--- config.mk ---
export PLATFORM = sky130hd
export DESIGN_NAME = range_based_speed_governor_top_flat
export DESIGN_NICKNAME = d
export VERILOG_FILES = /design/src/design/rbsg_pkg.sv /design/src/design/rbsg_if.sv /design/src/design/range_based_speed_governor_top.sv /design/src/design/rbsg_datapath.sv /design/src/design/rbsg_ctrl.sv /design/src/flat_wrapper.sv
export VERILOG_INCLUDE_DIRS = /design/src /design/src/design
export SDC_FILE = /design/constraint.sdc
export NUM_CORES = 2
export LEC_CHECK = 0
export ABC_AREA = 1
export BUFFER_PORTS_ARGS = -buffer_cell sky130_fd_sc_hd__buf_2
export CAP_MARGIN = 40
export CORE_MARGIN = 4
export CORE_UTILIZATION = 25
export DETAILED_ROUTE_END_ITERATION = 12
export PLACE_DENSITY = 0.36
export SYNTH_ARGS = -nofsm -noshare
export SYNTH_HDL_FRONTEND = slang
export SYNTH_SLANG_ARGS = --single-unit
--- constraint.sdc ---
create_clock -name clock -period 9.5 [get_ports clock]
set_input_delay 2.85 -clock clock [delete_from_list [all_inputs] [get_ports clock]]
set_output_delay 2.85 -clock clock [all_outputs]
set_load 0.02 [all_outputs]
--- src/design/range_based_speed_governor_top_assert.svh ---
// ----------------------------------------------------------------------------
// Range-based speed governor assertion macros
// Concurrent assertion wrappers, empty when SYNTH is defined.
// ----------------------------------------------------------------------------
`ifndef RANGE_BASED_SPEED_GOVERNOR_TOP_ASSERT_SVH
`define RANGE_BASED_SPEED_GOVERNOR_TOP_ASSERT_SVH

`ifndef SYNTH
// same-cycle implication
`define RBSG_ASSERT_NOW(label, clk, rst, ante, cons) \
   label: assert property (@(posedge clk) disable iff (rst) (ante) |-> (cons)) \
      else $error("rbsg: same-cycle check failed");
// next-cycle implication
`define RBSG_ASSERT_NEXT(label, clk, rst, ante, cons) \
   label: assert property (@(posedge clk) disable iff (rst) (ante) |=> (cons)) \
      else $error("rbsg: next-cycle check failed");
`else
`define RBSG_ASSERT_NOW(label, clk, rst, ante, cons)
`define RBSG_ASSERT_NEXT(label, clk, rst, ante, cons)
`endif

`endif

--- src/design/rbsg_pkg.sv ---
// ----------------------------------------------------------------------------
// Speed governor package
// Shared constants, codes and controller/datapath types.
// ----------------------------------------------------------------------------
`default_nettype none

package rbsg_pkg;

   // default field widths
   localparam int VEL_BITS_DEF   = 16;
   localparam int RANGE_BITS_DEF = 16;

   // fixed field widths
   localparam int KIND_BITS     = 2;
   localparam int CT_BITS       = 16;
   localparam int DIST_BITS     = 16;
   localparam int LIMIT_BITS    = 15;
   localparam int CSR_IDX_BITS  = 3;
   localparam int CSR_DATA_BITS = 16;

   // scaling: distance in mm times 1000 over time in ms gives mm/s
   localparam int SCALE_MS      = 1000;
   localparam int SCALE_BITS    = 10;
   localparam int NEAR_FLOOR_MM = 20;

   // reset values
   localparam logic [CT_BITS-1:0]    CT_RESET    = 16'd1000;
   localparam logic [DIST_BITS-1:0]  DIST_RESET  = 16'd400;
   localparam logic [LIMIT_BITS-1:0] LIMIT_RESET = 15'd7000;

   // register indexes
   localparam logic [CSR_IDX_BITS-1:0] REG_UNSAFE_MODE  = 3'd0;
   localparam logic [CSR_IDX_BITS-1:0] REG_COLLISION_MS = 3'd1;
   localparam logic [CSR_IDX_BITS-1:0] REG_MIN_DIST     = 3'd2;
   localparam logic [CSR_IDX_BITS-1:0] REG_FRONT_LIMIT  = 3'd3;
   localparam logic [CSR_IDX_BITS-1:0] REG_REAR_LIMIT   = 3'd4;

   // velocity axes
   localparam int AXES  = 6;
   localparam int AX_LX = 0;
   localparam int AX_AZ = 5;

   typedef enum logic [KIND_BITS-1:0] {
      KIND_CMD   = 2'd0,
      KIND_FRONT = 2'd1,
      KIND_REAR  = 2'd2,
      KIND_TICK  = 2'd3
   } kind_type;

   typedef enum logic {
      ST_IDLE,
      ST_DIVIDE
   } state_type;

   typedef struct packed {
      logic accept_cmd;
      logic accept_front;
      logic accept_rear;
      logic accept_tick;
      logic div_start;
      logic div_step;
      logic bound_write;
   } rbsg_cmd_type;

   typedef struct packed {
      kind_type kind;
      logic     last;
   } rbsg_status_type;

endpackage

`default_nettype wire

--- src/design/rbsg_if.sv ---
// ----------------------------------------------------------------------------
// Speed governor channels
// Valid/ready interfaces for the item and result channels.
// ----------------------------------------------------------------------------
`default_nettype none

interface rbsg_req_if import rbsg_pkg::*; #(
   parameter int VEL_BITS   = VEL_BITS_DEF,
   parameter int RANGE_BITS = RANGE_BITS_DEF
);
   logic                        valid;
   logic                        ready;
   logic [KIND_BITS-1:0]        kind;
   logic [RANGE_BITS-1:0]       range_mm;
   logic                        last_sample;
   logic signed [VEL_BITS-1:0]  cmd_lin_x;
   logic signed [VEL_BITS-1:0]  cmd_lin_y;
   logic signed [VEL_BITS-1:0]  cmd_lin_z;
   logic signed [VEL_BITS-1:0]  cmd_ang_x;
   logic signed [VEL_BITS-1:0]  cmd_ang_y;
   logic signed [VEL_BITS-1:0]  cmd_ang_z;

   modport source (
      output valid, kind, range_mm, last_sample,
             cmd_lin_x, cmd_lin_y, cmd_lin_z, cmd_ang_x, cmd_ang_y, cmd_ang_z,
      input  ready
   );
   modport sink (
      input  valid, kind, range_mm, last_sample,
             cmd_lin_x, cmd_lin_y, cmd_lin_z, cmd_ang_x, cmd_ang_y, cmd_ang_z,
      output ready
   );
endinterface

interface rbsg_rsp_if import rbsg_pkg::*; #(
   parameter int VEL_BITS = VEL_BITS_DEF
);
   logic                        valid;
   logic                        ready;
   logic signed [VEL_BITS-1:0]  safe_lin_x;
   logic signed [VEL_BITS-1:0]  safe_lin_y;
   logic signed [VEL_BITS-1:0]  safe_lin_z;
   logic signed [VEL_BITS-1:0]  safe_ang_x;
   logic signed [VEL_BITS-1:0]  safe_ang_y;
   logic signed [VEL_BITS-1:0]  safe_ang_z;
   logic                        front_missing;
   logic                        rear_missing;

   modport source (
      output valid, safe_lin_x, safe_lin_y, safe_lin_z,
             safe_ang_x, safe_ang_y, safe_ang_z, front_missing, rear_missing,
      input  ready
   );
   modport sink (
      input  valid, safe_lin_x, safe_lin_y, safe_lin_z,
             safe_ang_x, safe_ang_y, safe_ang_z, front_missing, rear_missing,
      output ready
   );
endinterface

`default_nettype wire

--- src/design/range_based_speed_governor_top.sv ---
// Result: a tick's result is registered and on rsp in the cycle after the tick transfer.
// Flow: commands, ticks and range samples other than the last of a scan can be
// taken back to back, a tick only while rsp is empty or being taken; the last
// sample of a scan holds the input while the bit-serial restoring divider runs.
// Reset: synchronous, active high; all state but the divider and result payload resets.
// ----------------------------------------------------------------------------
// Range-based speed governor top level
// Clamps a held velocity command to speed bounds derived from range scans.
// ----------------------------------------------------------------------------
`default_nettype none

module range_based_speed_governor_top import rbsg_pkg::*; #(
   parameter int VEL_BITS   = VEL_BITS_DEF,
   parameter int RANGE_BITS = RANGE_BITS_DEF
) (
   input  logic                     clock,
   input  logic                     reset,
   rbsg_req_if.sink                 req_if,
   rbsg_rsp_if.source               rsp_if,
   input  logic                     csr_wen,
   input  logic [CSR_IDX_BITS-1:0]  csr_index,
   input  logic [CSR_DATA_BITS-1:0] csr_wdata
);

   rbsg_cmd_type    cmd;
   rbsg_status_type sts;

   // sequence items and results
   rbsg_ctrl #(
      .RANGE_BITS (RANGE_BITS)
   ) u_ctrl (
      .clock     (clock),
      .reset     (reset),
      .req_valid (req_if.valid),
      .req_ready (req_if.ready),
      .rsp_valid (rsp_if.valid),
      .rsp_ready (rsp_if.ready),
      .sts       (sts),
      .cmd       (cmd)
   );

   // hold state and compute
   rbsg_datapath #(
      .VEL_BITS   (VEL_BITS),
      .RANGE_BITS (RANGE_BITS)
   ) u_datapath (
      .clock             (clock),
      .reset             (reset),
      .cmd               (cmd),
      .sts               (sts),
      .req_kind          (req_if.kind),
      .req_range_mm      (req_if.range_mm),
      .req_last_sample   (req_if.last_sample),
      .req_cmd_lin_x     (req_if.cmd_lin_x),
      .req_cmd_lin_y     (req_if.cmd_lin_y),
      .req_cmd_lin_z     (req_if.cmd_lin_z),
      .req_cmd_ang_x     (req_if.cmd_ang_x),
      .req_cmd_ang_y     (req_if.cmd_ang_y),
      .req_cmd_ang_z     (req_if.cmd_ang_z),
      .csr_wen           (csr_wen),
      .csr_index         (csr_index),
      .csr_wdata         (csr_wdata),
      .rsp_safe_lin_x    (rsp_if.safe_lin_x),
      .rsp_safe_lin_y    (rsp_if.safe_lin_y),
      .rsp_safe_lin_z    (rsp_if.safe_lin_z),
      .rsp_safe_ang_x    (rsp_if.safe_ang_x),
      .rsp_safe_ang_y    (rsp_if.safe_ang_y),
      .rsp_safe_ang_z    (rsp_if.safe_ang_z),
      .rsp_front_missing (rsp_if.front_missing),
      .rsp_rear_missing  (rsp_if.rear_missing)
   );

endmodule

`default_nettype wire

--- src/design/rbsg_datapath.sv ---
// ----------------------------------------------------------------------------
// Speed governor datapath
// Registers, command hold/delta logic, scan minimum, bound divider, clamp.
// ----------------------------------------------------------------------------
`default_nettype none

module rbsg_datapath import rbsg_pkg::*; #(
   parameter int VEL_BITS   = VEL_BITS_DEF,
   parameter int RANGE_BITS = RANGE_BITS_DEF
) (
   input  logic                        clock,
   input  logic                        reset,
   input  rbsg_cmd_type                cmd,
   output rbsg_status_type             sts,
   input  logic [KIND_BITS-1:0]        req_kind,
   input  logic [RANGE_BITS-1:0]       req_range_mm,
   input  logic                        req_last_sample,
   input  logic signed [VEL_BITS-1:0]  req_cmd_lin_x,
   input  logic signed [VEL_BITS-1:0]  req_cmd_lin_y,
   input  logic signed [VEL_BITS-1:0]  req_cmd_lin_z,
   input  logic signed [VEL_BITS-1:0]  req_cmd_ang_x,
   input  logic signed [VEL_BITS-1:0]  req_cmd_ang_y,
   input  logic signed [VEL_BITS-1:0]  req_cmd_ang_z,
   input  logic                        csr_wen,
   input  logic [CSR_IDX_BITS-1:0]     csr_index,
   input  logic [CSR_DATA_BITS-1:0]    csr_wdata,
   output logic signed [VEL_BITS-1:0]  rsp_safe_lin_x,
   output logic signed [VEL_BITS-1:0]  rsp_safe_lin_y,
   output logic signed [VEL_BITS-1:0]  rsp_safe_lin_z,
   output logic signed [VEL_BITS-1:0]  rsp_safe_ang_x,
   output logic signed [VEL_BITS-1:0]  rsp_safe_ang_y,
   output logic signed [VEL_BITS-1:0]  rsp_safe_ang_z,
   output logic                        rsp_front_missing,
   output logic                        rsp_rear_missing
);

   localparam int DIV_BITS   = RANGE_BITS + SCALE_BITS;
   localparam int SUM_BITS   = VEL_BITS + 2;
   localparam int CLAMP_BITS = ((VEL_BITS > LIMIT_BITS) ? VEL_BITS : LIMIT_BITS) + 2;
   localparam int CMP_BITS   = (RANGE_BITS > DIST_BITS) ? RANGE_BITS : DIST_BITS;
   localparam longint VMAX_L = (64'sd1 <<< (VEL_BITS - 1)) - 64'sd1;
   localparam longint VMIN_L = -VMAX_L - 64'sd1;
   localparam logic signed [VEL_BITS-1:0]   VEL_MAX = VEL_BITS'(VMAX_L);
   localparam logic signed [VEL_BITS-1:0]   VEL_MIN = VEL_BITS'(VMIN_L);
   localparam logic signed [SUM_BITS-1:0]   SUM_MAX = SUM_BITS'(VMAX_L);
   localparam logic signed [SUM_BITS-1:0]   SUM_MIN = SUM_BITS'(VMIN_L);
   localparam logic signed [CLAMP_BITS-1:0] CL_MAX  = CLAMP_BITS'(VMAX_L);
   localparam logic signed [CLAMP_BITS-1:0] CL_MIN  = CLAMP_BITS'(VMIN_L);

   // configuration registers
   logic                    unsafe_ff;
   logic [CT_BITS-1:0]      ctime_ff;
   logic [DIST_BITS-1:0]    mindist_ff;
   logic [LIMIT_BITS-1:0]   flimit_ff;
   logic [LIMIT_BITS-1:0]   rlimit_ff;

   // governor state
   logic signed [VEL_BITS-1:0] held_ff [AXES];
   logic signed [VEL_BITS-1:0] held_in [AXES];
   logic signed [VEL_BITS-1:0] prev_ff [AXES];
   logic signed [VEL_BITS-1:0] prev_in [AXES];
   logic [LIMIT_BITS-1:0]      fbound_ff, fbound_in;
   logic [LIMIT_BITS-1:0]      rbound_ff, rbound_in;
   logic [RANGE_BITS-1:0]      fmin_ff, fmin_in;
   logic [RANGE_BITS-1:0]      rmin_ff, rmin_in;
   logic                       fseen_ff, fseen_in;
   logic                       rseen_ff, rseen_in;

   // divider registers
   logic [DIV_BITS-1:0]        quo_ff, quo_in;
   logic [CT_BITS-1:0]         rem_ff, rem_in;
   logic [CT_BITS-1:0]         divisor_ff, divisor_in;
   logic [LIMIT_BITS-1:0]      dlimit_ff, dlimit_in;
   logic                       dzero_ff, dzero_in;
   logic                       dside_ff, dside_in;

   // result registers
   logic signed [VEL_BITS-1:0] safe_ff [AXES];
   logic signed [VEL_BITS-1:0] safe_in [AXES];
   logic                       fmiss_ff, fmiss_in;
   logic                       rmiss_ff, rmiss_in;

   // combinational helpers
   logic signed [VEL_BITS-1:0]   cmd_vec  [AXES];
   logic signed [SUM_BITS-1:0]   sum      [AXES];
   logic signed [VEL_BITS-1:0]   tick_held [AXES];
   logic                         cmd_zero;
   logic signed [CLAMP_BITS-1:0] lx_ext, fb_ext, rb_neg;
   logic [RANGE_BITS-1:0]        fmin_new, rmin_new, scan_min;
   logic                         near_ok;
   logic [CT_BITS:0]             rem_sh;
   logic                         rem_ge;
   logic [LIMIT_BITS-1:0]        bound_cap;

   assign cmd_vec[0] = req_cmd_lin_x;
   assign cmd_vec[1] = req_cmd_lin_y;
   assign cmd_vec[2] = req_cmd_lin_z;
   assign cmd_vec[3] = req_cmd_ang_x;
   assign cmd_vec[4] = req_cmd_ang_y;
   assign cmd_vec[5] = req_cmd_ang_z;

   assign sts.kind = kind_type'(req_kind);
   assign sts.last = req_last_sample;

   // configuration writes
   always_ff @(posedge clock) begin
      if (reset) begin
         unsafe_ff  <= 1'b0;
         ctime_ff   <= CT_RESET;
         mindist_ff <= DIST_RESET;
         flimit_ff  <= LIMIT_RESET;
         rlimit_ff  <= LIMIT_RESET;
      end else if (csr_wen) begin
         case (csr_index)
            REG_UNSAFE_MODE:  unsafe_ff  <= csr_wdata[0];
            REG_COLLISION_MS: ctime_ff   <= csr_wdata[CT_BITS-1:0];
            REG_MIN_DIST:     mindist_ff <= csr_wdata[DIST_BITS-1:0];
            REG_FRONT_LIMIT:  flimit_ff  <= csr_wdata[LIMIT_BITS-1:0];
            REG_REAR_LIMIT:   rlimit_ff  <= csr_wdata[LIMIT_BITS-1:0];
            default: ;
         endcase
      end
   end

   // command deltas per axis, widened so the hold logic can saturate
   always_comb begin
      cmd_zero = (cmd_vec[AX_LX] == '0) && (cmd_vec[AX_AZ] == '0);
      for (int i = 0; i < AXES; i++) begin
         sum[i] = SUM_BITS'(held_ff[i]) + SUM_BITS'(cmd_vec[i]) - SUM_BITS'(prev_ff[i]);
      end
   end

   // tick clamp of forward and reverse speed
   always_comb begin
      lx_ext = CLAMP_BITS'(held_ff[AX_LX]);
      fb_ext = CLAMP_BITS'(fbound_ff);
      rb_neg = -CLAMP_BITS'(rbound_ff);
      for (int i = 0; i < AXES; i++) begin
         tick_held[i] = held_ff[i];
      end
      if (!unsafe_ff) begin
         if (lx_ext > fb_ext) begin
            tick_held[AX_LX] = (fb_ext > CL_MAX) ? VEL_MAX : fb_ext[VEL_BITS-1:0];
            if (fbound_ff == '0) begin
               tick_held[AX_AZ] = '0;
            end
         end else if (lx_ext < rb_neg) begin
            tick_held[AX_LX] = (rb_neg < CL_MIN) ? VEL_MIN : rb_neg[VEL_BITS-1:0];
            if (rbound_ff == '0) begin
               tick_held[AX_AZ] = '0;
            end
         end
      end
   end

   // hold, delta or clamp the command
   always_comb begin
      for (int i = 0; i < AXES; i++) begin
         held_in[i] = held_ff[i];
         prev_in[i] = prev_ff[i];
         safe_in[i] = safe_ff[i];
         if (cmd.accept_cmd) begin
            if (unsafe_ff || cmd_zero) begin
               held_in[i] = cmd_vec[i];
            end else if (sum[i] > SUM_MAX) begin
               held_in[i] = VEL_MAX;
            end else if (sum[i] < SUM_MIN) begin
               held_in[i] = VEL_MIN;
            end else begin
               held_in[i] = sum[i][VEL_BITS-1:0];
            end
            if (!unsafe_ff) begin
               prev_in[i] = cmd_vec[i];
            end
         end else if (cmd.accept_tick) begin
            held_in[i] = tick_held[i];
            safe_in[i] = tick_held[i];
         end
      end
   end

   // scan minimum, near check, seen and missing-scan flags
   always_comb begin
      fmin_new   = (req_range_mm < fmin_ff) ? req_range_mm : fmin_ff;
      rmin_new   = (req_range_mm < rmin_ff) ? req_range_mm : rmin_ff;
      scan_min   = cmd.accept_rear ? rmin_new : fmin_new;
      near_ok    = (CMP_BITS'(scan_min) >= CMP_BITS'(mindist_ff)) &&
                   (scan_min > RANGE_BITS'(NEAR_FLOOR_MM));
      fmin_in    = fmin_ff;
      rmin_in    = rmin_ff;
      fseen_in   = fseen_ff;
      rseen_in   = rseen_ff;
      fmiss_in   = fmiss_ff;
      rmiss_in   = rmiss_ff;
      if (cmd.accept_front) begin
         fmin_in = req_last_sample ? '1 : fmin_new;
         if (req_last_sample) begin
            fseen_in = 1'b1;
         end
      end
      if (cmd.accept_rear) begin
         rmin_in = req_last_sample ? '1 : rmin_new;
         if (req_last_sample) begin
            rseen_in = 1'b1;
         end
      end
      if (cmd.accept_tick) begin
         fmiss_in = !unsafe_ff && !fseen_ff;
         rmiss_in = !unsafe_ff && !rseen_ff;
         if (!unsafe_ff) begin
            fseen_in = 1'b0;
            rseen_in = 1'b0;
         end
      end
   end

   // restoring divider, one quotient bit per step
   always_comb begin
      rem_sh     = {rem_ff, quo_ff[DIV_BITS-1]};
      rem_ge     = rem_sh >= {1'b0, divisor_ff};
      quo_in     = quo_ff;
      rem_in     = rem_ff;
      divisor_in = divisor_ff;
      dlimit_in  = dlimit_ff;
      dzero_in   = dzero_ff;
      dside_in   = dside_ff;
      if (cmd.div_start) begin
         quo_in     = DIV_BITS'(scan_min) * DIV_BITS'(SCALE_MS);
         rem_in     = '0;
         divisor_in = (ctime_ff == '0) ? CT_BITS'(1) : ctime_ff;
         dlimit_in  = cmd.accept_rear ? rlimit_ff : flimit_ff;
         dzero_in   = !near_ok;
         dside_in   = cmd.accept_rear;
      end else if (cmd.div_step) begin
         quo_in = {quo_ff[DIV_BITS-2:0], rem_ge};
         rem_in = rem_ge ? CT_BITS'(rem_sh - {1'b0, divisor_ff}) : rem_sh[CT_BITS-1:0];
      end
   end

   // cap the quotient and write the side's bound
   always_comb begin
      if (dzero_ff) begin
         bound_cap = '0;
      end else if (quo_ff > DIV_BITS'(dlimit_ff)) begin
         bound_cap = dlimit_ff;
      end else begin
         bound_cap = quo_ff[LIMIT_BITS-1:0];
      end
      fbound_in = fbound_ff;
      rbound_in = rbound_ff;
      if (cmd.bound_write) begin
         if (dside_ff) begin
            rbound_in = bound_cap;
         end else begin
            fbound_in = bound_cap;
         end
      end
   end

   // state registers
   always_ff @(posedge clock) begin
      if (reset) begin
         for (int i = 0; i < AXES; i++) begin
            held_ff[i] <= '0;
            prev_ff[i] <= '0;
         end
         fbound_ff <= LIMIT_RESET;
         rbound_ff <= LIMIT_RESET;
         fmin_ff   <= '1;
         rmin_ff   <= '1;
         fseen_ff  <= 1'b0;
         rseen_ff  <= 1'b0;
      end else begin
         for (int i = 0; i < AXES; i++) begin
            held_ff[i] <= held_in[i];
            prev_ff[i] <= prev_in[i];
         end
         fbound_ff <= fbound_in;
         rbound_ff <= rbound_in;
         fmin_ff   <= fmin_in;
         rmin_ff   <= rmin_in;
         fseen_ff  <= fseen_in;
         rseen_ff  <= rseen_in;
      end
   end

   // divider and result payload
   always_ff @(posedge clock) begin
      quo_ff     <= quo_in;
      rem_ff     <= rem_in;
      divisor_ff <= divisor_in;
      dlimit_ff  <= dlimit_in;
      dzero_ff   <= dzero_in;
      dside_ff   <= dside_in;
      for (int i = 0; i < AXES; i++) begin
         safe_ff[i] <= safe_in[i];
      end
      fmiss_ff <= fmiss_in;
      rmiss_ff <= rmiss_in;
   end

   assign rsp_safe_lin_x    = safe_ff[0];
   assign rsp_safe_lin_y    = safe_ff[1];
   assign rsp_safe_lin_z    = safe_ff[2];
   assign rsp_safe_ang_x    = safe_ff[3];
   assign rsp_safe_ang_y    = safe_ff[4];
   assign rsp_safe_ang_z    = safe_ff[5];
   assign rsp_front_missing = fmiss_ff;
   assign rsp_rear_missing  = rmiss_ff;

endmodule

`default_nettype wire

--- src/design/rbsg_ctrl.sv ---
// ----------------------------------------------------------------------------
// Speed governor controller
// Handshake, item dispatch, divider sequencing and result valid.
// ----------------------------------------------------------------------------
`default_nettype none
`include "range_based_speed_governor_top_assert.svh"

module rbsg_ctrl import rbsg_pkg::*; #(
   parameter int RANGE_BITS = RANGE_BITS_DEF
) (
   input  logic            clock,
   input  logic            reset,
   input  logic            req_valid,
   output logic            req_ready,
   output logic            rsp_valid,
   input  logic            rsp_ready,
   input  rbsg_status_type sts,
   output rbsg_cmd_type    cmd
);

   localparam int DIV_STEPS = RANGE_BITS + SCALE_BITS;
   localparam int CNT_BITS  = $clog2(DIV_STEPS + 1);
   localparam logic [CNT_BITS-1:0] CNT_LOAD = CNT_BITS'(DIV_STEPS);

   state_type           state_ff, state_in;
   logic [CNT_BITS-1:0] cnt_ff, cnt_in;
   logic                rsp_valid_ff, rsp_valid_in;
   logic                accept;
   logic                is_sample;

   // next state
   always_comb begin
      state_in = state_ff;
      case (state_ff)
         ST_IDLE: begin
            if (cmd.div_start) begin
               state_in = ST_DIVIDE;
            end
         end
         ST_DIVIDE: begin
            if (cnt_ff == '0) begin
               state_in = ST_IDLE;
            end
         end
         default: state_in = ST_IDLE;
      endcase
   end

   // outputs: ready and datapath commands
   always_comb begin
      req_ready = (state_ff == ST_IDLE) &&
                  ((sts.kind != KIND_TICK) || !rsp_valid_ff || rsp_ready);
      accept    = req_valid && req_ready;
      is_sample = sts.kind inside {KIND_FRONT, KIND_REAR};
      cmd.accept_cmd   = accept && (sts.kind == KIND_CMD);
      cmd.accept_front = accept && (sts.kind == KIND_FRONT);
      cmd.accept_rear  = accept && (sts.kind == KIND_REAR);
      cmd.accept_tick  = accept && (sts.kind == KIND_TICK);
      cmd.div_start    = accept && is_sample && sts.last;
      cmd.div_step     = (state_ff == ST_DIVIDE) && (cnt_ff != '0);
      cmd.bound_write  = (state_ff == ST_DIVIDE) && (cnt_ff == '0);
   end

   // step counter and result valid
   always_comb begin
      cnt_in = cnt_ff;
      if (cmd.div_start) begin
         cnt_in = CNT_LOAD;
      end else if (cmd.div_step) begin
         cnt_in = cnt_ff - CNT_BITS'(1);
      end
      rsp_valid_in = rsp_valid_ff;
      if (cmd.accept_tick) begin
         rsp_valid_in = 1'b1;
      end else if (rsp_ready) begin
         rsp_valid_in = 1'b0;
      end
   end

   always_ff @(posedge clock) begin
      if (reset) begin
         state_ff     <= ST_IDLE;
         cnt_ff       <= '0;
         rsp_valid_ff <= 1'b0;
      end else begin
         state_ff     <= state_in;
         cnt_ff       <= cnt_in;
         rsp_valid_ff <= rsp_valid_in;
      end
   end

   assign rsp_valid = rsp_valid_ff;

   `RBSG_ASSERT_NEXT(a_div_load, clock, reset, cmd.div_start, (state_ff == ST_DIVIDE) && (cnt_ff == CNT_LOAD))
   `RBSG_ASSERT_NOW(a_busy_stall, clock, reset, state_ff == ST_DIVIDE, !req_ready)
   `RBSG_ASSERT_NEXT(a_div_end, clock, reset, (state_ff == ST_DIVIDE) && (cnt_ff == '0), state_ff == ST_IDLE)
   `RBSG_ASSERT_NEXT(a_tick_result, clock, reset, cmd.accept_tick, rsp_valid)

endmodule

`default_nettype wire

--- src/flat_wrapper.sv ---
// flat-port wrapper written by rule: the top's interface ports become plain ports
module range_based_speed_governor_top_flat import rbsg_pkg::*;
#(
   parameter int VEL_BITS   = VEL_BITS_DEF,
   parameter int RANGE_BITS = RANGE_BITS_DEF
)
  (clock, reset, csr_wen, csr_index, csr_wdata, req_if_valid, req_if_kind, req_if_range_mm, req_if_last_sample, req_if_cmd_lin_x, req_if_cmd_lin_y, req_if_cmd_lin_z, req_if_cmd_ang_x, req_if_cmd_ang_y, req_if_cmd_ang_z, req_if_ready, rsp_if_valid, rsp_if_safe_lin_x, rsp_if_safe_lin_y, rsp_if_safe_lin_z, rsp_if_safe_ang_x, rsp_if_safe_ang_y, rsp_if_safe_ang_z, rsp_if_front_missing, rsp_if_rear_missing, rsp_if_ready);
  rbsg_req_if #(.VEL_BITS(VEL_BITS), .RANGE_BITS(RANGE_BITS)) req_if_i ();
  rbsg_rsp_if #(.VEL_BITS(VEL_BITS)) rsp_if_i ();
  input  logic clock;
  input  logic reset;
  input  logic csr_wen;
  input  logic [CSR_IDX_BITS-1:0] csr_index;
  input  logic [CSR_DATA_BITS-1:0] csr_wdata;
  input wire logic [$bits(req_if_i.valid)-1:0] req_if_valid;
  input wire logic [$bits(req_if_i.kind)-1:0] req_if_kind;
  input wire logic [$bits(req_if_i.range_mm)-1:0] req_if_range_mm;
  input wire logic [$bits(req_if_i.last_sample)-1:0] req_if_last_sample;
  input wire logic [$bits(req_if_i.cmd_lin_x)-1:0] req_if_cmd_lin_x;
  input wire logic [$bits(req_if_i.cmd_lin_y)-1:0] req_if_cmd_lin_y;
  input wire logic [$bits(req_if_i.cmd_lin_z)-1:0] req_if_cmd_lin_z;
  input wire logic [$bits(req_if_i.cmd_ang_x)-1:0] req_if_cmd_ang_x;
  input wire logic [$bits(req_if_i.cmd_ang_y)-1:0] req_if_cmd_ang_y;
  input wire logic [$bits(req_if_i.cmd_ang_z)-1:0] req_if_cmd_ang_z;
  output wire logic [$bits(req_if_i.ready)-1:0] req_if_ready;
  output wire logic [$bits(rsp_if_i.valid)-1:0] rsp_if_valid;
  output wire logic [$bits(rsp_if_i.safe_lin_x)-1:0] rsp_if_safe_lin_x;
  output wire logic [$bits(rsp_if_i.safe_lin_y)-1:0] rsp_if_safe_lin_y;
  output wire logic [$bits(rsp_if_i.safe_lin_z)-1:0] rsp_if_safe_lin_z;
  output wire logic [$bits(rsp_if_i.safe_ang_x)-1:0] rsp_if_safe_ang_x;
  output wire logic [$bits(rsp_if_i.safe_ang_y)-1:0] rsp_if_safe_ang_y;
  output wire logic [$bits(rsp_if_i.safe_ang_z)-1:0] rsp_if_safe_ang_z;
  output wire logic [$bits(rsp_if_i.front_missing)-1:0] rsp_if_front_missing;
  output wire logic [$bits(rsp_if_i.rear_missing)-1:0] rsp_if_rear_missing;
  input wire logic [$bits(rsp_if_i.ready)-1:0] rsp_if_ready;
  assign req_if_i.valid = req_if_valid;
  assign req_if_i.kind = req_if_kind;
  assign req_if_i.range_mm = req_if_range_mm;
  assign req_if_i.last_sample = req_if_last_sample;
  assign req_if_i.cmd_lin_x = req_if_cmd_lin_x;
  assign req_if_i.cmd_lin_y = req_if_cmd_lin_y;
  assign req_if_i.cmd_lin_z = req_if_cmd_lin_z;
  assign req_if_i.cmd_ang_x = req_if_cmd_ang_x;
  assign req_if_i.cmd_ang_y = req_if_cmd_ang_y;
  assign req_if_i.cmd_ang_z = req_if_cmd_ang_z;
  assign req_if_ready = req_if_i.ready;
  assign rsp_if_valid = rsp_if_i.valid;
  assign rsp_if_safe_lin_x = rsp_if_i.safe_lin_x;
  assign rsp_if_safe_lin_y = rsp_if_i.safe_lin_y;
  assign rsp_if_safe_lin_z = rsp_if_i.safe_lin_z;
  assign rsp_if_safe_ang_x = rsp_if_i.safe_ang_x;
  assign rsp_if_safe_ang_y = rsp_if_i.safe_ang_y;
  assign rsp_if_safe_ang_z = rsp_if_i.safe_ang_z;
  assign rsp_if_front_missing = rsp_if_i.front_missing;
  assign rsp_if_rear_missing = rsp_if_i.rear_missing;
  assign rsp_if_i.ready = rsp_if_ready;
  range_based_speed_governor_top #(.VEL_BITS(VEL_BITS), .RANGE_BITS(RANGE_BITS)) u_core (.clock(clock), .reset(reset), .req_if(req_if_i), .rsp_if(rsp_if_i), .csr_wen(csr_wen), .csr_index(csr_index), .csr_wdata(csr_wdata));
endmodule
# Yosys cells after proc, flatten, opt, wreduce, memory -nomap -nowiden
# Memory sizes are Yosys's and may differ from the RTL's.
# Index checks and enable logic that the tools add are counted.
# word_totals
register_bits,211
ramBits,288
output_inout_bits,100
word_cells,228
n_memories,3
# op_classes
addsub,15
multipliers,1
order_cmp,21
n_eq_ne,8
muxes,100
bitwise_logic,14
n_reduce_logical,42
# memory_table
name,depth,width,read_ports,rd_clocked_by_memory_dff,write_ports,line_no,text
u_core.u_datapath.held_ff,6,16,6,0,6,rbsg_datapath.sv:58,logic signed [VEL_BITS-1:0] held_ff [AXES];
u_core.u_datapath.prev_ff,6,16,6,0,6,rbsg_datapath.sv:60,logic signed [VEL_BITS-1:0] prev_ff [AXES];
u_core.u_datapath.safe_ff,6,16,6,0,6,rbsg_datapath.sv:78,logic signed [VEL_BITS-1:0] safe_ff [AXES];
# op_table
op,count
$mux 16,77
$lt 18x16->1 const B,7
$gt 18x16->1 const B,6
$sub 17x16->18,6
$add 16x16->17,6
$mux 26,2
$logic_not 16->1,3
$mux 15,3
$lt 16x16->1,2
$logic_not 15->1,2
$gt 26x15->1,1
$mul 16x7->23 const B,1
$lt 16x18->1,1
$neg 15->18,1
$ge 17x16->1,1
$ge 16x16->1,1
$gt 16x16->1,1
$gt 16x5->1 const B,1
$sub 16x16->16,1
$mux 1,15
$logic_and 1x1->1,14
$reduce_and 2->1,7
$or 1x1->1,12
$mux 5,2
17 further kinds,28

# Longest topological paths before layout
# logic_depth
depth_word,10
depth_mapped,38
mapped_depth_nobuf,36

# Modules after synthesis
# Synthesis repeated with hierarchy kept, for this count alone.
# hier_totals
cells_unflattened,4551
area_unflattened_um2,34914.7
# by_module_without_submodules
mod,n_inst,cells_per_inst,area_each_um2,seq_area_each_um2
rbsg_datapath,1,4481,34416.8,11390.9
rbsg_ctrl,1,70,498.0,140.1

# Worst setup path before layout
# Ideal clock, no wire load.
# synth_path
kind,input -> register
from,in req_if_range_mm[9]
to,reg u_core.u_datapath.quo_ff[25] (data pin)
t_arrival_ps,8249
required_time_ps,9242
path_slack_ps,993
cell_stages,33
path_cell_list,ha_1 -> nand2_1 -> inv_1 -> o21ai_1 -> a21oi_1 -> nor2_1 -> nand2_1 -> buf_6 -> buf_2 -> nand2_1 -> o21ai_0 -> o21ai_0 -> inv_1 -> ha_1 -> inv_1 -> fa_1 -> inv_1 -> fa_1 -> inv_1 -> fa_1 -> inv_1 -> ha_1 -> nand2_1 -> nor2_1 -> inv_1 -> nor3_1 -> nand4_1 -> nand3_1 -> a21oi_1 -> o21bai_1 -> a21oi_1 -> o21ai_0 -> nand2_1
# synth_via
elab_chain_cells,5
elab_cells_between_ends,7
cone_classes,mul (1); order compare (2); mux (4)
# synth_lines
element,line_no,text
from (decl),flat_wrapper.sv:17,input wire logic [$bits(req_if_i.range_mm)-1:0] req_if_range_mm;
$lt 16x16->1 (on tied branches),"rbsg_datapath.sv:184, rbsg_datapath.sv:185",
$mux 16 (on tied branches),"rbsg_datapath.sv:184, rbsg_datapath.sv:185",
$mux 16 (*),rbsg_datapath.sv:186,scan_min = cmd.accept_rear ? rmin_new : fmin_new;
$mul 16x7->23 (*),rbsg_datapath.sv:228,quo_in = DIV_BITS'(scan_min) * DIV_BITS'(SCALE_MS);
$mux 26 (*),rbsg_datapath.sv:227,if (cmd.div_start) begin
named net u_core.u_datapath.quo_in[25],rbsg_datapath.sv:70,"logic [DIV_BITS-1:0] quo_ff, quo_in;"
to (signal assigned),rbsg_datapath.sv:289,quo_ff <= quo_in;
to (decl),rbsg_datapath.sv:70,
# Mark *: on every way through the listed nets, which the timed path passes. The rest lies on a longest branch.
# A chain may end at the register's enable or synchronous reset.

# Worst setup path after layout
# layout_path
from,in req_if_range_mm[13]
to,reg u_core.u_datapath.quo_ff[21] (data pin)
# The elaborated chain is that of the path after synthesis.

==> run summary <==
The critical-path cell with the highest stage delay is sky130_fd_sc_hd__fa_1. The worst reg2reg path depth came out at 32. After routing the design area is 40,300 um^2. The worst relative slew slack came out at 41.6%. For this design, the sink count on the clock tree is 499. Port buffering added 238 buffers. Of the post-synthesis cell area, the part taken by muxes is 0%. The number of hold violations in the final report came to 0.

For this block, the routed nets add up to 115,000 um of wire. The worst register-to-register path ends at u_core.u_datapath.quo_ff[25]. Synthesis produced 4,584 cells. The boundary pin count came out at 239. In this run the horizontal extent of the chip is 381 um. Across the routed clock network, the largest skew measured is 34.2 ps.

The met3 track demand over resource in global routing came out at 2.52%. The area of placed instances came out at 38,000 um^2. The routed design could run at a clock period as short as 8360 ps. The number of iterations in the first detailed-routing pass came out at 5. The most used flip-flop cell after synthesis is sky130_fd_sc_hd__dfxtp_1. The worst setup path is launched from a primary input. The count of standard-cell rows is 136.

The highest-utilization routing layer at the global route stage is met2. In the final layout, the share of cells above drive strength 1 is 10.6%. The number of nets at the end of the flow came out at 5,338. The number of antenna violations at the first check in global routing came out at 18. The distinct cell type count of the synthesized netlist came out at 61. The worst setup slack before clock tree synthesis came out at 428 ps. At the worst endpoint, the required time is 9910 ps. The number of setup buffers added after CTS came out at 0. Dividing the synthesized area by the synthesized cell count gives 7.59 um^2.

The peak supply drop came out at 0.169 mV. Detailed placement ended at an HPWL of 86,700 um. The leakage component of the power came out at 19.1 nW.

For this block, the via count after detailed routing is 29.8k. The maximum number of buffers from clock root to sink came out at 3. The register area share after synthesis is 33.1%. In this run the register-to-register setup slack is 3100 ps. The tool flagged a number of max-cap violations equal to 0.

The global placer's final weighted congestion came out at 0.826. The total core area is 138,000 um^2. Global routing consumed, on the met1 layer, 22.4% of the routing resources.

Entering global routing, the biggest net connects 104 pins. Timing would allow up to 120 MHz. The critical path endpoint category is a register. The clock buffer count from CTS came out at 71. The first-pass GRT wire length is 180,000 um.

The growth of design area from synthesis to finish is 16.0%. The final critical-path share of the clock period is 88.0%. The clock input transition at the sequential cells of the worst setup and hold paths is 50 ps.

The total power per unit cell area is 242 nW/um^2. The post-synthesis compound-gate area fraction came out at 15.5%. The delay of the slowest cell on the worst path came out at 510 ps. The most prevalent standard cell on the critical path is sky130_fd_sc_hd__nand2_1. The tree is rooted in a sky130_fd_sc_hd__clkbuf_16. The smallest setup slack after layout came out at 1140 ps. The number of warnings issued by yosys is 0. The post-cts sizing count is 0. The detail-routed net length per standard cell came out at 17.4 um. The number of DRC markers after the initial detailed-route iteration is 1,507. The H-tree generated during clock tree synthesis spans 3 levels. Along the worst path, the maximum fanout reaches 15. The run finished with clean final reports.

At the pin with the least slew margin, the transition time is 876 ps. The critical path is of the primary input to register type. The final-report setup violation count is 0.

At the worst endpoint, the arrival time is 8770 ps. The number of pins with negative max-slew slack in the final report came out at 0. The share of flip-flops with an asynchronous set or reset came out at 0%. The die area is 145,000 um^2. The share of synthesized area in the top cell type comes to 19.9%. The critical path launch point is req_if_range_mm[13]. The area share of fa/ha/maj cells after synthesis is 18.3%. Cells fill 29.3% of the core in the end. The path class of the tightest hold or removal check is register to register. Of all cell types, the one taking the most synthesized area is sky130_fd_sc_hd__dfxtp_1. The main combinational cell family by area after synthesis is simple AND/OR/NAND/NOR gates.

The last element of the critical path is u_core.u_datapath.quo_ff[21]. The area of the mapped netlist is 34,800 um^2. After synthesis the netlist holds a flip-flop and latch count of 499. Once detail routing completed, the nets flagged for antenna violations numbered 0.

By area the synthesized netlist is led by sky130_fd_sc_hd__dfxtp_1, sky130_fd_sc_hd__edfxtp_1, sky130_fd_sc_hd__nand2_1. The origin of the critical flop-to-flop path is u_core.u_datapath.fmin_ff[15]. The later-pin clock latency in the skew report came out at 670 ps. TritonCTS built the clock tree.

After detailed routing, the number of vias per cell comes to 4.49. Global routing used 24.7% of the available met2 tracks. Of the total synthesized cell area, the portion taken by XOR and XNOR cells is 2.68%. For this run, design rule violations remaining after detail routing come to 0. The number of synthesized flops with an enable pin came out at 154. The summed negative setup slack over all endpoints came out at 0 ps. The synthesized netlist devotes 19.6% of its cell area to simple gates. The combined global-route utilization of all metal layers came out at 15.7%. The vertical extent of the die came out at 381 um. The residual overflow from global routing came out at 0. The via count of the first global-routing pass came out at 30.1k.

Buffers inserted to repair hold after CTS numbered 0. The number of nets handed over by synthesis was 5,146. Setup repair after global routing left no endpoint under its margin. The effective utilization at floorplan came out at 25.2%.
## cells in the mapped netlist (6+ instances only)
master,n
sky130_fd_sc_hd__o22ai_1,11
sky130_fd_sc_hd__nor4_1,19
sky130_fd_sc_hd__dfxtp_1,345
sky130_fd_sc_hd__edfxtp_1,154
sky130_fd_sc_hd__o211ai_1,41
sky130_fd_sc_hd__a21oi_2,27
sky130_fd_sc_hd__a21o_1,16
sky130_fd_sc_hd__clkbuf_1,119
sky130_fd_sc_hd__nand2_1,1018
sky130_fd_sc_hd__o21a_1,6
sky130_fd_sc_hd__buf_6,7
sky130_fd_sc_hd__buf_4,11
sky130_fd_sc_hd__buf_1,8
sky130_fd_sc_hd__inv_1,762
sky130_fd_sc_hd__nor2_1,239
sky130_fd_sc_hd__buf_2,29
sky130_fd_sc_hd__xnor2_1,34
sky130_fd_sc_hd__o21ai_1,13
sky130_fd_sc_hd__fa_1,145
sky130_fd_sc_hd__xor2_1,67
sky130_fd_sc_hd__nor3_1,36
sky130_fd_sc_hd__a31oi_1,26
sky130_fd_sc_hd__o21bai_1,11
sky130_fd_sc_hd__o21ai_4,8
sky130_fd_sc_hd__ha_1,278
sky130_fd_sc_hd__nand4_1,37
sky130_fd_sc_hd__nand3b_1,24
sky130_fd_sc_hd__nand2_2,19
sky130_fd_sc_hd__o21ai_0,281
sky130_fd_sc_hd__nand3_1,220
sky130_fd_sc_hd__inv_2,19
sky130_fd_sc_hd__a21oi_1,491
## cell type report
| type | instances | area, um^2 |
|---|---|---|
| sequential | 499 | 11500 |
| fill | 15200 | 97500 |
| clock inverter | 28 | 283 |
| antenna | 5 | 12.5 |
| timing repair buffer | 293 | 1690 |
| clock buffer | 103 | 2060 |
| tap | 1794 | 2240 |
| multi-input combinational | 3129 | 19600 |
| inverter | 782 | 2940 |
## critical path: cells and delay by family
kind / cells / cell delay (ps)
compound gates: 7 / 1160
fa+ha+maj: 6 / 2460
simple gates: 12 / 1550
buf+inv: 5 / 560
xor+xnor: 1 / 140
## metrics by stage
step | cells | total power, mW | hold slack [ps]
after floorplan | 4584 | 5.97 | 408
after global placement | 6489 | 7.17 | 417
after detailed placement | 6497 | 7.14 | 422
after CTS | 6628 | 9.97 | 437
after global routing | 6628 | 10.7 | 446
final | 6633 | 9.78 | 433
## where the power goes
group          leakage (nW)  internal, mW  total [mW]  switching, mW
Combinational          13.7          1.64        4.58           2.95
Clock                  1.14          1.60        2.71           1.11
Sequential             4.22          2.37        2.48          0.112
Total                  19.1          5.60        9.78           4.17
## layer usage
layer	routed length (um)	share of wire (%)
met1	57900	50
met2	50200	44
met3	4980	4.3
met4	2000	1.7
met5	13	0.011
## cell usage in the layout, fill, tap and decap left out, types with 145 or more instances in the layout
master	count
sky130_fd_sc_hd__nand2_1	1017
sky130_fd_sc_hd__inv_1	760
sky130_fd_sc_hd__a21oi_1	491
sky130_fd_sc_hd__dfxtp_1	345
sky130_fd_sc_hd__o21ai_0	281
sky130_fd_sc_hd__ha_1	278
sky130_fd_sc_hd__buf_2	237
sky130_fd_sc_hd__nor2_1	236
sky130_fd_sc_hd__nand3_1	220
sky130_fd_sc_hd__edfxtp_1	154
sky130_fd_sc_hd__fa_1	145
## cell families (layout without fill, tap and decap cells)
group                    after synthesis  count (layout)
AND/OR/NAND/NOR                     1635            1635
AO/OA/AOI/OAI                        967             967
buffers and inverters                956            1206
flip-flops                           499             499
adder cells (fa/ha/maj)              423             423
XOR/XNOR                             104             104
other                                  0               5
## worst min path at each step
| stage | slack [ps] | start | to | cells past startpoint |
|---|---|---|---|---|
| final | 430 | u_core.u_datapath.held_ff[2][15] | u_core.u_datapath.safe_ff[2][15] | 0 |
| after global placement | 420 | u_core.u_datapath.held_ff[2][15] | u_core.u_datapath.safe_ff[2][15] | 0 |
| after detailed placement | 420 | u_core.u_datapath.held_ff[2][15] | u_core.u_datapath.safe_ff[2][15] | 0 |
| after global routing | 450 | u_core.u_datapath.held_ff[2][15] | u_core.u_datapath.safe_ff[2][15] | 0 |
| after CTS | 440 | u_core.u_datapath.held_ff[2][15] | u_core.u_datapath.safe_ff[2][15] | 0 |
| after floorplan | 410 | u_core.u_datapath.held_ff[2][15] | u_core.u_datapath.safe_ff[2][15] | 0 |
## state kept, by name, indices dropped and copies added, names as in the netlist, 16 cells and up
register	cells
u_core.u_datapath.quo_ff	26
u_core.u_datapath.held_ff	96
u_core.u_datapath.rmin_ff	16
u_core.u_datapath.ctime_ff	16
u_core.u_datapath.rem_ff	16
u_core.u_datapath.fmin_ff	16
u_core.u_datapath.prev_ff	96
u_core.u_datapath.mindist_ff	16
u_core.u_datapath.safe_ff	96
u_core.u_datapath.divisor_ff	16
Power figures use the tool's default switching activity.
